<file path="src/hdl/dgst_pkg.sv">
// Shared types and codes for the dual gear shift tracker.
// No dependencies; compile first.
`timescale 1ns / 1ps
`default_nettype none

package dgst_pkg;

  // Per-side gear state, as presented on the result channel
  typedef enum logic [1:0] {
    GEAR_LOW  = 2'd0,
    GEAR_HIGH = 2'd1,
    GEAR_UP   = 2'd2,
    GEAR_DOWN = 2'd3
  } gear_t;

  // Item kind on the input channel
  typedef enum logic {
    REQ_GEAR   = 1'b0,
    REQ_SAMPLE = 1'b1
  } req_t;

  // Configuration register indexes
  localparam int CFG_IDX_BITS = 3;
  typedef enum logic [CFG_IDX_BITS-1:0] {
    CFG_CLUTCH_MODE      = 3'd0,
    CFG_LEFT_CLEAR_LOW   = 3'd1,
    CFG_LEFT_CLEAR_HIGH  = 3'd2,
    CFG_RIGHT_CLEAR_LOW  = 3'd3,
    CFG_RIGHT_CLEAR_HIGH = 3'd4
  } cfg_idx_t;

  // Move one side toward the requested gear
  function automatic gear_t next_gear(input logic want_high, input logic clutch,
                                      input gear_t cur);
    gear_t target;
    gear_t res;
    target = want_high ? GEAR_HIGH : GEAR_LOW;
    res    = cur;
    if (cur != target) begin
      case (cur)
        GEAR_LOW, GEAR_HIGH: begin
          if (want_high) res = clutch ? GEAR_HIGH : GEAR_UP;
          else           res = clutch ? GEAR_LOW : GEAR_DOWN;
        end
        GEAR_DOWN: if (want_high) res = GEAR_UP;
        GEAR_UP:   if (!want_high) res = GEAR_DOWN;
        default:   res = cur;
      endcase
    end
    return res;
  endfunction

  // Solenoid drives high in high gear and while shifting up
  function automatic logic solenoid_high(input gear_t g);
    return (g == GEAR_HIGH) || (g == GEAR_UP);
  endfunction

endpackage

`default_nettype wire

</file>
<file path="src/hdl/dgst_ifs.sv">
// Valid/ready channel interfaces for the dual gear shift tracker.
// Depends on nothing; the top level instantiates them as ports.
`timescale 1ns / 1ps
`default_nettype none

interface dgst_in_if #(
  parameter int SENSOR_BITS = 12
) ();
  logic                   valid;
  logic                   ready;
  logic                   req_type;
  logic                   requested_high;
  logic [SENSOR_BITS-1:0] left_shifter_pos;
  logic [SENSOR_BITS-1:0] right_shifter_pos;

  modport source (output valid, req_type, requested_high, left_shifter_pos,
                  right_shifter_pos, input ready);
  modport sink   (input valid, req_type, requested_high, left_shifter_pos,
                  right_shifter_pos, output ready);
endinterface

interface dgst_out_if ();
  logic       valid;
  logic       ready;
  logic [1:0] left_status;
  logic [1:0] right_status;
  logic       left_solenoid_high;
  logic       right_solenoid_high;
  logic [1:0] loop_select;

  modport source (output valid, left_status, right_status, left_solenoid_high,
                  right_solenoid_high, loop_select, input ready);
  modport sink   (input valid, left_status, right_status, left_solenoid_high,
                  right_solenoid_high, loop_select, output ready);
endinterface

`default_nettype wire

</file>
<file path="src/hdl/dual_gear_shift_tracker_top.sv">
// Dual gear shift tracker, top level.
// Uses dgst_pkg and the channel interfaces in dgst_ifs.sv.
`timescale 1ns / 1ps
`default_nettype none

// Tracks the gear of a left and right shifter. Every input item (a gear request
// or a shifter position sample) gives exactly one result item carrying both
// side states, both solenoid commands and the held controller index. Items
// flow through two registers: an input register, then the result register
// that is loaded together with the gear state. One item is taken every cycle
// as long as the result side keeps up. The compare-and-update path between
// the two registers (per side one add of the clear thresholds with a compare
// for the index, and two compares for shift completion) sets the clock.
// Configuration writes land at once and must be made only while no item is in
// flight. Reset clears the gear states, the held index and the thresholds to
// their power-on values (clutch off, clear points at 1024 and 3072).
module dual_gear_shift_tracker_top #(
  parameter int SENSOR_BITS = 12
) (
  input  wire logic                            clk,
  input  wire logic                            rst,
  input  wire logic                            cfg_we,
  input  wire logic [dgst_pkg::CFG_IDX_BITS-1:0] cfg_index,
  input  wire logic [SENSOR_BITS-1:0]          cfg_data,
  dgst_in_if.sink                              in_ch,
  dgst_out_if.source                           out_ch
);

  localparam logic [31:0] CLEAR_LOW_RST  = 32'd1024;
  localparam logic [31:0] CLEAR_HIGH_RST = 32'd3072;

  // Configuration registers
  logic                   clutch_mode;
  logic [SENSOR_BITS-1:0] left_clear_low;
  logic [SENSOR_BITS-1:0] left_clear_high;
  logic [SENSOR_BITS-1:0] right_clear_low;
  logic [SENSOR_BITS-1:0] right_clear_high;

  // Input register
  logic                   s1_valid;
  logic                   s1_req_type;
  logic                   s1_want_high;
  logic [SENSOR_BITS-1:0] s1_lpos;
  logic [SENSOR_BITS-1:0] s1_rpos;

  // Tracker state
  dgst_pkg::gear_t left_gear, left_gear_next;
  dgst_pkg::gear_t right_gear, right_gear_next;
  logic [1:0]      held_sel, held_sel_next;

  // Result register
  logic out_valid;

  logic s1_fire;
  logic s1_advance;
  logic left_is_high, right_is_high;

  // ---------------------------------------------------------------------
  // Configuration: direct write, unknown indexes dropped
  // ---------------------------------------------------------------------
  always_ff @(posedge clk) begin
    if (rst) begin
      clutch_mode      <= 1'b0;
      left_clear_low   <= CLEAR_LOW_RST[SENSOR_BITS-1:0];
      left_clear_high  <= CLEAR_HIGH_RST[SENSOR_BITS-1:0];
      right_clear_low  <= CLEAR_LOW_RST[SENSOR_BITS-1:0];
      right_clear_high <= CLEAR_HIGH_RST[SENSOR_BITS-1:0];
    end else if (cfg_we) begin
      unique case (cfg_index)
        dgst_pkg::CFG_CLUTCH_MODE:      clutch_mode      <= cfg_data[0];
        dgst_pkg::CFG_LEFT_CLEAR_LOW:   left_clear_low   <= cfg_data;
        dgst_pkg::CFG_LEFT_CLEAR_HIGH:  left_clear_high  <= cfg_data;
        dgst_pkg::CFG_RIGHT_CLEAR_LOW:  right_clear_low  <= cfg_data;
        dgst_pkg::CFG_RIGHT_CLEAR_HIGH: right_clear_high <= cfg_data;
        default: ;
      endcase
    end
  end

  // ---------------------------------------------------------------------
  // Handshake: the input register advances whenever the result register
  // is empty or being drained this cycle.
  // ---------------------------------------------------------------------
  assign s1_advance  = !out_valid || out_ch.ready;
  assign s1_fire     = s1_valid && s1_advance;
  assign in_ch.ready = !s1_valid || s1_advance;

  always_ff @(posedge clk) begin
    if (rst) begin
      s1_valid <= 1'b0;
    end else if (in_ch.ready) begin
      s1_valid <= in_ch.valid;
    end
  end

  // Payload needs no reset; hold while stalled
  always_ff @(posedge clk) begin
    if (in_ch.ready && in_ch.valid) begin
      s1_req_type  <= in_ch.req_type;
      s1_want_high <= in_ch.requested_high;
      s1_lpos      <= in_ch.left_shifter_pos;
      s1_rpos      <= in_ch.right_shifter_pos;
    end
  end

  // ---------------------------------------------------------------------
  // Per-side helpers
  // ---------------------------------------------------------------------
  // A side reads high when in any state but low and 2*pos is not below lo+hi
  function automatic logic side_high(input logic [SENSOR_BITS-1:0] pos,
                                     input logic [SENSOR_BITS-1:0] lo,
                                     input logic [SENSOR_BITS-1:0] hi,
                                     input dgst_pkg::gear_t g);
    logic [SENSOR_BITS:0] twice_pos;
    logic [SENSOR_BITS:0] sum;
    twice_pos = {pos, 1'b0};
    sum       = {1'b0, lo} + {1'b0, hi};
    return !(twice_pos < sum) && (g != dgst_pkg::GEAR_LOW);
  endfunction

  // Complete a shift once the reading passes its clear point
  function automatic dgst_pkg::gear_t finish_shift(input logic [SENSOR_BITS-1:0] pos,
                                                   input logic [SENSOR_BITS-1:0] lo,
                                                   input logic [SENSOR_BITS-1:0] hi,
                                                   input dgst_pkg::gear_t g);
    dgst_pkg::gear_t res;
    res = g;
    if (g == dgst_pkg::GEAR_UP && pos > hi)        res = dgst_pkg::GEAR_HIGH;
    else if (g == dgst_pkg::GEAR_DOWN && pos < lo) res = dgst_pkg::GEAR_LOW;
    return res;
  endfunction

  // ---------------------------------------------------------------------
  // Next state: index pick uses the states from before any completion
  // ---------------------------------------------------------------------
  assign left_is_high  = side_high(s1_lpos, left_clear_low, left_clear_high, left_gear);
  assign right_is_high = side_high(s1_rpos, right_clear_low, right_clear_high, right_gear);

  always_comb begin
    left_gear_next  = left_gear;
    right_gear_next = right_gear;
    held_sel_next   = held_sel;
    case (dgst_pkg::req_t'(s1_req_type))
      dgst_pkg::REQ_GEAR: begin
        left_gear_next  = dgst_pkg::next_gear(s1_want_high, clutch_mode, left_gear);
        right_gear_next = dgst_pkg::next_gear(s1_want_high, clutch_mode, right_gear);
      end
      dgst_pkg::REQ_SAMPLE: begin
        held_sel_next   = {left_is_high, right_is_high};
        left_gear_next  = finish_shift(s1_lpos, left_clear_low, left_clear_high,
                                       left_gear);
        right_gear_next = finish_shift(s1_rpos, right_clear_low, right_clear_high,
                                       right_gear);
      end
      default: ;
    endcase
  end

  always_ff @(posedge clk) begin
    if (rst) begin
      left_gear  <= dgst_pkg::GEAR_LOW;
      right_gear <= dgst_pkg::GEAR_LOW;
      held_sel   <= 2'd0;
    end else if (s1_fire) begin
      left_gear  <= left_gear_next;
      right_gear <= right_gear_next;
      held_sel   <= held_sel_next;
    end
  end

  // ---------------------------------------------------------------------
  // Result register: the state registers double as its payload
  // ---------------------------------------------------------------------
  always_ff @(posedge clk) begin
    if (rst) begin
      out_valid <= 1'b0;
    end else if (s1_advance) begin
      out_valid <= s1_valid;
    end
  end

  assign out_ch.valid               = out_valid;
  assign out_ch.left_status         = left_gear;
  assign out_ch.right_status        = right_gear;
  assign out_ch.left_solenoid_high  = dgst_pkg::solenoid_high(left_gear);
  assign out_ch.right_solenoid_high = dgst_pkg::solenoid_high(right_gear);
  assign out_ch.loop_select         = held_sel;

`ifndef ASSERT_OFF
  // A gear request leaves the held controller index alone
  a_req_keeps_sel: assert property (@(posedge clk) disable iff (rst)
    (s1_fire && s1_req_type == dgst_pkg::REQ_GEAR) |=> $stable(held_sel))
    else $error("held index changed on a gear request");

  // A side that was in low gear can never report high in the index (checked on the left side)
  a_low_not_high: assert property (@(posedge clk) disable iff (rst)
    (s1_fire && s1_req_type == dgst_pkg::REQ_SAMPLE &&
     left_gear == dgst_pkg::GEAR_LOW) |=> !held_sel[1])
    else $error("left side in low gear reported high");

  // In clutch mode an in-gear side goes straight to a gear (checked on the right side)
  a_clutch_direct: assert property (@(posedge clk) disable iff (rst)
    (s1_fire && s1_req_type == dgst_pkg::REQ_GEAR && clutch_mode &&
     (right_gear == dgst_pkg::GEAR_LOW || right_gear == dgst_pkg::GEAR_HIGH))
    |=> (right_gear == dgst_pkg::GEAR_LOW || right_gear == dgst_pkg::GEAR_HIGH))
    else $error("clutch-mode request left right side shifting");

  // A stalled result must not let the state move underneath it
  a_stall_holds_state: assert property (@(posedge clk) disable iff (rst)
    (out_valid && !out_ch.ready) |=> ($stable(left_gear) && $stable(right_gear)))
    else $error("state moved while result stalled");
`endif

endmodule

`default_nettype wire
</file>
<file path="src/flat_wrapper.sv">
// flat-port wrapper written by rule: the top's interface ports become plain ports
module dual_gear_shift_tracker_top_flat 
#(
  parameter int SENSOR_BITS = 12
)
  (clk, rst, cfg_we, cfg_index, cfg_data, in_ch_valid, in_ch_req_type, in_ch_requested_high, in_ch_left_shifter_pos, in_ch_right_shifter_pos, in_ch_ready, out_ch_valid, out_ch_left_status, out_ch_right_status, out_ch_left_solenoid_high, out_ch_right_solenoid_high, out_ch_loop_select, out_ch_ready);
  dgst_in_if #(.SENSOR_BITS(SENSOR_BITS)) in_ch_i ();
  dgst_out_if out_ch_i ();
  input  wire logic clk;
  input  wire logic rst;
  input  wire logic cfg_we;
  input  wire logic [dgst_pkg::CFG_IDX_BITS-1:0] cfg_index;
  input  wire logic [SENSOR_BITS-1:0] cfg_data;
  input wire logic [$bits(in_ch_i.valid)-1:0] in_ch_valid;
  input wire logic [$bits(in_ch_i.req_type)-1:0] in_ch_req_type;
  input wire logic [$bits(in_ch_i.requested_high)-1:0] in_ch_requested_high;
  input wire logic [$bits(in_ch_i.left_shifter_pos)-1:0] in_ch_left_shifter_pos;
  input wire logic [$bits(in_ch_i.right_shifter_pos)-1:0] in_ch_right_shifter_pos;
  output wire logic [$bits(in_ch_i.ready)-1:0] in_ch_ready;
  output wire logic [$bits(out_ch_i.valid)-1:0] out_ch_valid;
  output wire logic [$bits(out_ch_i.left_status)-1:0] out_ch_left_status;
  output wire logic [$bits(out_ch_i.right_status)-1:0] out_ch_right_status;
  output wire logic [$bits(out_ch_i.left_solenoid_high)-1:0] out_ch_left_solenoid_high;
  output wire logic [$bits(out_ch_i.right_solenoid_high)-1:0] out_ch_right_solenoid_high;
  output wire logic [$bits(out_ch_i.loop_select)-1:0] out_ch_loop_select;
  input wire logic [$bits(out_ch_i.ready)-1:0] out_ch_ready;
  assign in_ch_i.valid = in_ch_valid;
  assign in_ch_i.req_type = in_ch_req_type;
  assign in_ch_i.requested_high = in_ch_requested_high;
  assign in_ch_i.left_shifter_pos = in_ch_left_shifter_pos;
  assign in_ch_i.right_shifter_pos = in_ch_right_shifter_pos;
  assign in_ch_ready = in_ch_i.ready;
  assign out_ch_valid = out_ch_i.valid;
  assign out_ch_left_status = out_ch_i.left_status;
  assign out_ch_right_status = out_ch_i.right_status;
  assign out_ch_left_solenoid_high = out_ch_i.left_solenoid_high;
  assign out_ch_right_solenoid_high = out_ch_i.right_solenoid_high;
  assign out_ch_loop_select = out_ch_i.loop_select;
  assign out_ch_i.ready = out_ch_ready;
  dual_gear_shift_tracker_top #(.SENSOR_BITS(SENSOR_BITS)) u_core (.clk(clk), .rst(rst), .cfg_we(cfg_we), .cfg_index(cfg_index), .cfg_data(cfg_data), .in_ch(in_ch_i), .out_ch(out_ch_i));
endmodule
</file>
<file path="config.mk">
export PLATFORM = sky130hd
export DESIGN_NAME = dual_gear_shift_tracker_top_flat
export DESIGN_NICKNAME = d
export VERILOG_FILES = /design/src/hdl/dgst_pkg.sv /design/src/hdl/dgst_ifs.sv /design/src/hdl/dual_gear_shift_tracker_top.sv /design/src/flat_wrapper.sv
export SDC_FILE = /design/constraint.sdc
export NUM_CORES = 1
export LEC_CHECK = 0
export BUFFER_PORTS_ARGS = -buffer_cell sky130_fd_sc_hd__buf_2
export CORE_MARGIN = 2
export CORE_UTILIZATION = 23
export DETAILED_ROUTE_END_ITERATION = 10
export PLACE_DENSITY = 0.35
export SLEW_MARGIN = 15
export SYNTH_ARGS = -nofsm -noshare
export SYNTH_HDL_FRONTEND = slang
export SYNTH_SLANG_ARGS = --single-unit
</file>
<file path="constraint.sdc">
create_clock -name clk -period 3.8 [get_ports clk]
set_input_delay 0.76 -clock clk [delete_from_list [all_inputs] [get_ports clk]]
set_output_delay 0.76 -clock clk [all_outputs]
set_load 0.05 [all_outputs]
</file>
==> summary.txt, run 1 <==
Route
  • Detailed-route wire length per cell: 14.9 µm
  • Initial DRC count: 237
  • Drt total wl: 15600 µm
  • Post-route ant nets: 0
  • DRT Pass-1 Iters: 4
  • Post-route DRC: 0
  • Via density: 4.48
  • Via count: 4702

Critical path
  • CP arrival: 3.45 ns
  • Crit. End Element: register
  • Startpoint Class: register
  • Required time of the critical path: 3.99 ns
  • Classification of the worst setup path: register to register
  • CP max FO: 3

Timing
  • Final Hold Violating Endpoints: 0
  • Unrepaired setup endpoints after global routing: no
  • Slack of the critical path: 0.541 ns
  • Setup TNS: 0 ns
  • Slew headroom: 0.522
  • Setup violators final: 0
  • Max-slew violations: 0
  • Worst Skew: 0.00761 ns
  • Part of the cycle the worst path needs: 0.858
  • Slew @ Worst Pin: 0.718 ns
  • Hold WS: 0.467 ns
  • Period minus WS final: 3.26 ns
  • Peak Freq: 307 MHz

Synth
  • Sequential area share after synthesis: 0.335
  • Post-synth net total: 817
  • Register bit total from synthesis: 83
  • Synth unique cells: 50
  • Synth top area share: 0.222
  • Main synth FF type: dfxtp_1
  • Synth Warn #: 0
  • Cell taking the most area after synthesis: ha_1
  • EDFF count, synth: 26
  • Syn Area/Cell: 8.61 µm²
  • Ranking of synthesized cells by area: ha_1 22%, dfxtp_1 20%, edfxtp_1 14%
  • Mapped Area: 5740 µm²
  • Ys async rst share: 0
  • Syn Inst Count: 667

GRT
  • Total track usage: 0.124
  • Grt ovf: 0
  • Vias in the first global route: 4668
  • Largest net degree at the start of global routing: 37
  • Global-route wire length before repair: 25100 µm
  • Initial antenna violation count: 1

Clock network
  • Cts hold-fix bufs: 0
  • CTS H-tree lvls: 3
  • TritonCTS Buffers: 9
  • Worst-Skew Late Latency: 0.34 ns
  • CTS resizes: 0
  • Clk pin slew, worst setup/hold paths: 0.06 ns
  • CTS tree: done
  • Clock Root Buffer: clkbuf_16
  • Post CTS Setup Buffer Count: 0
  • Max clock buf depth: 2
  • CTS Sinks: 83

Placement
  • IO Port Bufs: 55
  • Final GP Congestion: 0.750
  • Dpl cells: 1034
  • Placed instance area: 6380 µm²
  • Post-Place Setup Slack: 0.565 ns
  • Final HPWL DP: 12700 µm

Power and ir drop
  • NetSw: 0.598 mW
  • Combinational power share: 0.147
  • Sw Ratio: 0.270
  • Leakage: 2.71 nW
  • Worst VDD drop: 0.181 mV
  • Cell internal pwr: 1.62 mW
  • Clock share of power: 0.409
  • PD cells: 332 nW/µm²
  • Sequential Power Share: 0.444
  • Tot Pwr: 2.22 mW

Floorplan
  • Core area: 24400 µm²
  • Row count: 57
  • Die Width: 162 µm
  • IO Count: 56
  • Die Area: 26200 µm²
  • Die Span Y: 162 µm
  • Initial core utilization: 0.235

Cells and area
  • Most frequent cells in the layout: 119 x nand2_1, 102 x ha_1, 77 x a21oi_1
  • Commonest non-fill, non-tap cell in the layout: nand2_1
  • Final Net Count: 871
  • Area grow syn2layout: 16.5%
  • Share of post-route cells with drive strength above 1: 0.109
  • Core Util, Final: 0.274
  • Layout Cells excl Fill: 1050
  • Post-route cell area: 6690 µm²

Status
  • Status: finished, final reports clean

Worst hold path
  • Worst hold path class: register to register

Flow run
  • Max-capacitance violation count: 0
## routing by layer
metal	wire length, µm	up-vias	track usage
li1	-	2461	-
met1	7820	2179	0.165
met2	7300	53	0.205
met3	370	9	0.0209
met4	144	0	0.0398
met5	0	-	0
## kinds of logic after synthesis
| logic type | count (synthesis) | share of synthesized area |
|---|---|---|
| muxes | 3 | 0.00545 |
| AOI/OAI and AO/OA | 160 | 0.170 |
| buffers and inverters | 72 | 0.0475 |
| and+or+nand+nor | 223 | 0.179 |
| DFF | 83 | 0.335 |
| xor gates and xnor gates | 22 | 0.0336 |
| adders and majority gates | 104 | 0.229 |
## power groups by stage
| stage | logic (mW) | registers, mW | clock network [mW] |
|---|---|---|---|
| 2_1_floorplan | 0.219 | 1.00 | 0 |
| 3_3_place_gp | 0.324 | 1.01 | 0 |
| 3_5_place_dp | 0.330 | 1.01 | 0 |
| 4_1_cts | 0.333 | 0.987 | 0.940 |
| 5_1_grt | 0.379 | 0.990 | 0.972 |
| 6_report | 0.327 | 0.984 | 0.908 |
## synth_stat cells (2+ instances only)
library cell  count
nand2_1         119
ha_1            102
a21oi_1          77
dfxtp_1          57
inv_1            57
nor2_1           27
edfxtp_1         26
o21ai_0          24
nor2b_1          15
xor2_1           14
a21o_1           11
clkbuf_1         11
nand3_1          11
nor3_1           11
o211ai_1         10
xnor2_1           8
a31oi_1           6
and3_1            6
nand3b_1          6
a211oi_1          5
nand2b_1          5
nand4_1           5
a211o_1           4
and4_1            4
o21a_1            3
o31ai_1           3
or4_1             3
a2111oi_2         2
a21boi_1          2
and2b_1           2
buf_1             2
buf_2             2
fa_1              2
mux2i_1           2
nor4_1            2
o21ai_2           2
o22ai_1           2
o2bb2ai_1         2
o41a_1            2
or2_2             2
or3_1             2
## final timing paths
kind	from	slack [ns]	endpoint	depth (start not counted)
min	u_core.clutch_mode	0.47	u_core.clutch_mode	2
max	u_core.left_clear_high[0]	0.54	u_core.out_ch.loop_select[1]	17
max reg2reg	u_core.left_clear_high[0]	0.54	u_core.out_ch.loop_select[1]	17
min reg2reg	u_core.clutch_mode	0.47	u_core.clutch_mode	2
## flip-flops by register name (all words and copies together), names as in the netlist, 2 cells and up
| name | count |
|---|---|
| u_core.out_ch.loop_select | 2 |
| u_core.right_clear_high | 12 |
| u_core.s1_lpos | 12 |
| u_core.left_clear_low | 12 |
| u_core.out_ch.left_status | 2 |
| u_core.left_clear_high | 12 |
| u_core.out_ch.right_status | 2 |
| u_core.s1_rpos | 12 |
| u_core.right_clear_low | 12 |
## area by class of cell
class | count | area, µm²
fill | 2686 | 17700
multi-input combinational | 512 | 3550
sequential | 83 | 1920
tap | 324 | 405
timing repair buffer | 58 | 298
clock buffer | 13 | 293
inverter | 57 | 214
clock inverter | 1 | 5.00
antenna | 2 | 5.00
## worst max-delay path, stage by stage (launching register included)
cell and delay, ns:
dfxtp_1 0.37, ha_1 0.18, inv_1 0.05, fa_1 0.40, nor2b_1 0.16, o21ai_2 0.07
a21boi_1 0.19, o211ai_1 0.14, a21oi_1 0.25, a2111oi_2 0.09, xor2_1 0.15, ha_1 0.30
a21o_1 0.16, a21o_1 0.17, a21oi_1 0.14, nor3_1 0.06, a21oi_1 0.14, o22ai_1 0.09
(Power assumes the default switching activity.)
==> run 2: changes to the inputs <==
--- a/config.mk
+++ b/config.mk
@@ -7,9 +7,10 @@
 export LEC_CHECK = 0
 export BUFFER_PORTS_ARGS = -buffer_cell sky130_fd_sc_hd__buf_2
 export CORE_MARGIN = 2
-export CORE_UTILIZATION = 23
+export CORE_UTILIZATION = 62
+export CTS_BUF_LIST = sky130_fd_sc_hd__clkbuf_4 sky130_fd_sc_hd__clkbuf_8
 export DETAILED_ROUTE_END_ITERATION = 10
-export PLACE_DENSITY = 0.35
+export PLACE_DENSITY = 0.8
 export SLEW_MARGIN = 15
 export SYNTH_ARGS = -nofsm -noshare
 export SYNTH_HDL_FRONTEND = slang
==> summary.txt, run 2 (synthesis results as in run 1) <==
Status
  • Status: finished, final reports clean

Timing
  • Peak Freq: 302 MHz
  • Slew headroom: 0.303
  • Slew @ Worst Pin: 1.05 ns
  • Part of the cycle the worst path needs: 0.872
  • Period minus WS final: 3.31 ns
  • Max-slew violations: 0
  • Worst Skew: 0.00736 ns
  • Setup violators final: 0
  • Setup TNS: 0 ns
  • Final Hold Violating Endpoints: 0
  • Unrepaired setup endpoints after global routing: no

Route
  • Detailed-route wire length per cell: 15.5 µm
  • Via count: 4869
  • Via density: 5.82
  • Drt total wl: 12900 µm
  • DRT Pass-1 Iters: 5
  • Initial DRC count: 168
  • Post-route DRC: 0
  • Post-route ant nets: 0

Clock network
  • Max clock buf depth: 2
  • Clk pin slew, worst setup/hold paths: 0.08 ns
  • CTS H-tree lvls: 3
  • Cts hold-fix bufs: 0
  • Worst-Skew Late Latency: 0.35 ns
  • Post CTS Setup Buffer Count: 0
  • CTS Sinks: 83
  • Clock Root Buffer: clkbuf_8
  • TritonCTS Buffers: 9
  • CTS tree: done
  • CTS resizes: 0

Critical path
  • Slowest CP cell: a2111oi_2
  • CP arrival: 3.51 ns
  • CP max stage delay: 0.39 ns
  • Crit path to: u_core.out_ch.loop_select[1]
  • Required time of the critical path: 4.00 ns
  • Classification of the worst setup path: register to register
  • Worst r2r dst: u_core.out_ch.loop_select[1]
  • Cells along the critical path: ha_1, inv_1, fa_1, nor2b_1, o21ai_2, a21boi_1, o211ai_1, a21oi_1, a2111oi_2, xor2_1, ha_1, a21o_1, a21o_1, a21oi_1, nor3_1, a21oi_1, o22ai_1
  • CP Launch Point: u_core.left_clear_high[0]
  • CP max FO: 3
  • Most used cell, CP: a21oi_1
  • R2r setup slk: 0.49 ns
  • Crit. End Element: register
  • Worst R2R Path Depth: 17
  • Start of the worst register-to-register path: u_core.left_clear_high[0]
  • Startpoint Class: register

Worst hold path
  • Hold Path Depth: 2
  • Worst hold path class: register to register

Power and ir drop
  • Leakage: 2.66 nW
  • PD cells: 311 nW/µm²
  • Worst VDD drop: 0.178 mV

Floorplan
  • Initial core utilization: 0.630
  • Core area: 9110 µm²
  • Die Area: 10000 µm²
  • Die Width: 100 µm
  • Row count: 35
  • Die Span Y: 100 µm
  • IO Count: 56

Placement
  • IO Port Bufs: 55
  • Dpl cells: 820
  • Final HPWL DP: 10100 µm
  • Final GP Congestion: 0.895

GRT
  • Total track usage: 0.269
  • Largest net degree at the start of global routing: 62
  • Initial antenna violation count: 0
  • Global-route wire length before repair: 21700 µm
  • Vias in the first global route: 4833
  • Grt ovf: 0

Cells and area
  • Most frequent cells in the layout: 119 x nand2_1, 102 x ha_1, 77 x a21oi_1
  • Layout Cells excl Fill: 836
  • Area grow syn2layout: 9.94%
  • Share of post-route cells with drive strength above 1: 0.112
  • Ant. Diodes: 0
  • Commonest non-fill, non-tap cell in the layout: nand2_1
  • Final Net Count: 870

Flow run
  • Max-capacitance violation count: 0
[run 2: area by class of cell]
type	instances	area, µm²
fill	752	2800
clock inverter	3	40.0
sequential	83	1920
clock buffer	13	160
tap	111	139
timing repair buffer	57	290
multi-input combinational	512	3550
inverter	57	214
[run 2: worst max-delay path, delay by kind of cell (launching register included)]
| family | cells | cell delay [ns] |
|---|---|---|
| adder cells (fa/ha/maj) | 3 | 0.68 |
| AND/OR/NAND/NOR | 2 | 0.12 |
| flip-flops | 1 | 0.34 |
| XOR/XNOR | 1 | 0.21 |
| AO/OA/AOI/OAI | 10 | 1.76 |
| buffers and inverters | 1 | 0.07 |
[run 2: worst min-delay path by stage]
stage / slack (ns) / startpoint / end
CTS: 0.47 / u_core.clutch_mode / u_core.clutch_mode
finish: 0.48 / u_core.clutch_mode / u_core.clutch_mode
global route: 0.50 / u_core.left_clear_low[1] / u_core.left_clear_low[1]
detailed placement: 0.46 / u_core.clutch_mode / u_core.clutch_mode
floorplan: 0.44 / u_core.clutch_mode / u_core.clutch_mode
global placement: 0.45 / u_core.clutch_mode / u_core.clutch_mode
[run 2: through the flow]
stage	setup slack, ns	power (mW)	utilization	hold slack (ns)	cell area (µm²)
floorplan	0.906	1.22	-	0.436	5740
global placement	0.675	1.30	0.671	0.447	6110
detailed placement	0.514	1.32	0.671	0.463	6110
CTS	0.475	1.97	0.693	0.474	6310
global route	0.252	2.05	0.693	0.497	6310
finish	0.485	1.96	0.693	0.475	6310
[run 2: power by group]
group	switching (mW)	internal (mW)
registers	0.0344	0.948
logic	0.187	0.138
clock network	0.312	0.342
total	0.533	1.43
[run 2: metal layers]
| metal | vias up | share of wire | track usage |
|---|---|---|---|
| met2 | 115 | 0.50 | 0.483 |
| met3 | 21 | 0.049 | 0.0313 |
| met4 | 0 | 0.017 | 0.0906 |
| li1 | 2457 | - | - |
| met1 | 2276 | 0.44 | 0.334 |
| met5 | - | 0 | 0 |
==> run 3: changes to the inputs <==
--- a/config.mk
+++ b/config.mk
@@ -5,8 +5,9 @@
 export SDC_FILE = /design/constraint.sdc
 export NUM_CORES = 1
 export LEC_CHECK = 0
+export ABC_AREA = 1
 export BUFFER_PORTS_ARGS = -buffer_cell sky130_fd_sc_hd__buf_2
-export CORE_MARGIN = 2
+export CORE_MARGIN = 5
 export CORE_UTILIZATION = 62
 export CTS_BUF_LIST = sky130_fd_sc_hd__clkbuf_4 sky130_fd_sc_hd__clkbuf_8
 export DETAILED_ROUTE_END_ITERATION = 10
==> summary.txt, run 3 <==
Critical path
  • Slowest CP cell: fa_1
  • CP max stage delay: 0.41 ns
  • Cells along the critical path: ha_1, inv_1, fa_1, inv_1, nand3_1, o2111ai_1, nand2_1, nand2_1, a21oi_1, ha_1, nand2_1, inv_1, nand3_1, nor3_1, nand2_1, nand2_1, nand2_1, a21oi_1
  • CP Buf/Inv Count: 3
  • Classification of the worst setup path: register to register
  • Crit path depth: 18
  • CP max FO: 3
  • Crit. End Element: register
  • Worst R2R Path Depth: 18
  • Required time of the critical path: 4.09 ns
  • Crit-path leading delay family: adder cells
  • Startpoint Class: register
  • Most used cell, CP: nand2_1
  • CP arrival: 2.95 ns

Clock network
  • TritonCTS Buffers: 9
  • CTS tree: done
  • Post CTS Setup Buffer Count: 0
  • Clock Root Buffer: clkbuf_8
  • Worst-Skew Late Latency: 0.36 ns
  • Max clock buf depth: 2
  • CTS Sinks: 83
  • Clk pin slew, worst setup/hold paths: 0.09 ns
  • CTS resizes: 0
  • CTS H-tree lvls: 3
  • Cts hold-fix bufs: 0

Timing
  • Setup violators final: 0
  • Slew headroom: 0.275
  • Worst Skew: 0.00672 ns
  • Peak Freq: 376 MHz
  • Final Hold Violating Endpoints: 0
  • Part of the cycle the worst path needs: 0.700
  • Slack of the critical path: 1.14 ns
  • Setup TNS: 0 ns
  • Hold WS: 0.484 ns
  • Max-slew violations: 0
  • Slew @ Worst Pin: 1.09 ns
  • Unrepaired setup endpoints after global routing: no
  • Period minus WS final: 2.66 ns

Route
  • Post-route DRC: 0
  • Post-route ant nets: 0
  • Via count: 5048
  • Via density: 5.63
  • Drt total wl: 13600 µm
  • Detailed-route wire length per cell: 15.2 µm
  • DRT Pass-1 Iters: 5
  • Initial DRC count: 284

Floorplan
  • IO Count: 56
  • Die Width: 107 µm
  • Die Span Y: 107 µm
  • Die Area: 11400 µm²
  • Core area: 9200 µm²
  • Initial core utilization: 0.633
  • Row count: 35

Synth
  • Synthesized-area fraction occupied by xor and xnor cells: 0.0301
  • Synth Area in Adders: 0.226
  • Synth Area in Compound Gates: 0.175
  • Synth Warn #: 0
  • Register bit total from synthesis: 83
  • Synth cell count leaders: 130 x nand2_1, 115 x inv_1, 102 x ha_1
  • Synth top area share: 0.219
  • Largest family of logic cells by synthesized area: adder cells
  • Cell taking the most area after synthesis: ha_1
  • Main synth FF type: dfxtp_1
  • Sequential area share after synthesis: 0.330
  • Syn Area/Cell: 8.01 µm²
  • Most common cell in the synthesized netlist: nand2_1
  • Simple-Gate Fraction of Synth Area: 0.151
  • Ys async rst share: 0
  • Synth unique cells: 36
  • Post-synth net total: 877
  • EDFF count, synth: 26
  • Mapped Area: 5820 µm²
  • Mux contribution to synthesized area: 0
  • Syn Inst Count: 727
  • Ranking of synthesized cells by area: ha_1 22%, dfxtp_1 20%, edfxtp_1 13%

Worst hold path
  • Worst hold path class: register to register
  • Hold Path Depth: 2

GRT
  • Vias in the first global route: 5155
  • Global-route wire length before repair: 23200 µm
  • Grt ovf: 0
  • Largest net degree at the start of global routing: 47
  • Total track usage: 0.254
  • Initial antenna violation count: 0

Cells and area
  • Final Net Count: 931
  • Post-route cell area: 6440 µm²
  • Fillers: 728
  • Most frequent cells in the layout: 130 x nand2_1, 115 x inv_1, 102 x ha_1
  • Area grow syn2layout: 10.5%
  • Share of post-route cells with drive strength above 1: 0.123
  • Core Util, Final: 0.700
  • Commonest non-fill, non-tap cell in the layout: nand2_1
  • Ant. Diodes: 0

Placement
  • Post-Place Setup Slack: 1.15 ns
  • Final HPWL DP: 10600 µm
  • Placed instance area: 6180 µm²
  • IO Port Bufs: 55
  • Final GP Congestion: 0.967

Power and ir drop
  • Worst VDD drop: 0.284 mV
  • PD cells: 347 nW/µm²
  • Leakage: 3.06 nW

Flow run
  • Max-capacitance violation count: 0

Status
  • Status: finished, final reports clean
==> run 3: cell types whose count changed after synthesis, moves of 6 or more <==
| cell | previous run | this run |
|---|---|---|
| a21oi_1 | 77 | 92 |
| a21oi_2 | 0 | 6 |
| a31oi_1 | 6 | 0 |
| and3_1 | 6 | 0 |
| inv_1 | 57 | 115 |
| nand2_1 | 119 | 130 |
| nand3_1 | 11 | 23 |
| nand3b_1 | 6 | 0 |
| nor2b_1 | 15 | 0 |
| o21ai_0 | 24 | 56 |
==> run 3: where the power goes <==
group | internal (mW) | leakage, nW | switching, mW | total, mW
Combinational | 0.152 | 2.21 | 0.248 | 0.401
Clock | 0.503 | 0.134 | 0.338 | 0.841
Sequential | 0.956 | 0.718 | 0.0379 | 0.994
Total | 1.61 | 3.06 | 0.624 | 2.24
==> run 3: final timing paths <==
kind | startpoint | end | slack (ns)
hold reg to reg | u_core.out_ch.loop_select[1] | u_core.out_ch.loop_select[1] | 0.48
setup / recovery | u_core.right_clear_high[0] | u_core.out_ch.loop_select[0] | 1.14
setup reg to reg | u_core.right_clear_high[0] | u_core.out_ch.loop_select[0] | 1.14
hold / removal | u_core.out_ch.loop_select[1] | u_core.out_ch.loop_select[1] | 0.48
==> run 3: final cells by class <==
type,count,area (µm²),share of cell area
Clock buffer,9,124,0.0192
Tap cell,111,139,0.0216
Sequential cell,83,1920,0.298
Clock inverter,7,139,0.0216
Timing Repair Buffer,56,283,0.0439
Multi-Input combinational cell,513,3390,0.526
Inverter,118,443,0.0688
==> run 3: stage by stage <==
step,power (mW),instances
floorplan,1.29,727
global placement,1.39,881
detailed placement,1.41,881
CTS,2.25,897
global route,2.36,897
finish,2.24,897
==> run 3: logic make-up (layout without fill, tap and decap cells) <==
group                      after synthesis  after routing
buffers and inverters                  131            190
adders and majority gates              104            104
and+or+nand+nor                        206            206
DFF                                     83             83
xor gates and xnor gates                20             20
AOI/OAI and AO/OA                      183            183
==> run 3: worst register-to-register path, delay by kind of cell, from the launching register on <==
family,cells,cell delay (ns)
AOI/OAI and AO/OA,3,0.32
buffers and inverters,3,0.21
adders and majority gates,3,0.89
DFF,1,0.37
and+or+nand+nor,9,0.79
==> run 3: routing by layer <==
metal  routed length (µm)  global-route usage  part of all wire
met4                  304              0.0822             0.022
met2                 6860               0.455              0.50
met5                    0                   0                 0
met1                 5880               0.302              0.43
met3                  595              0.0530             0.044
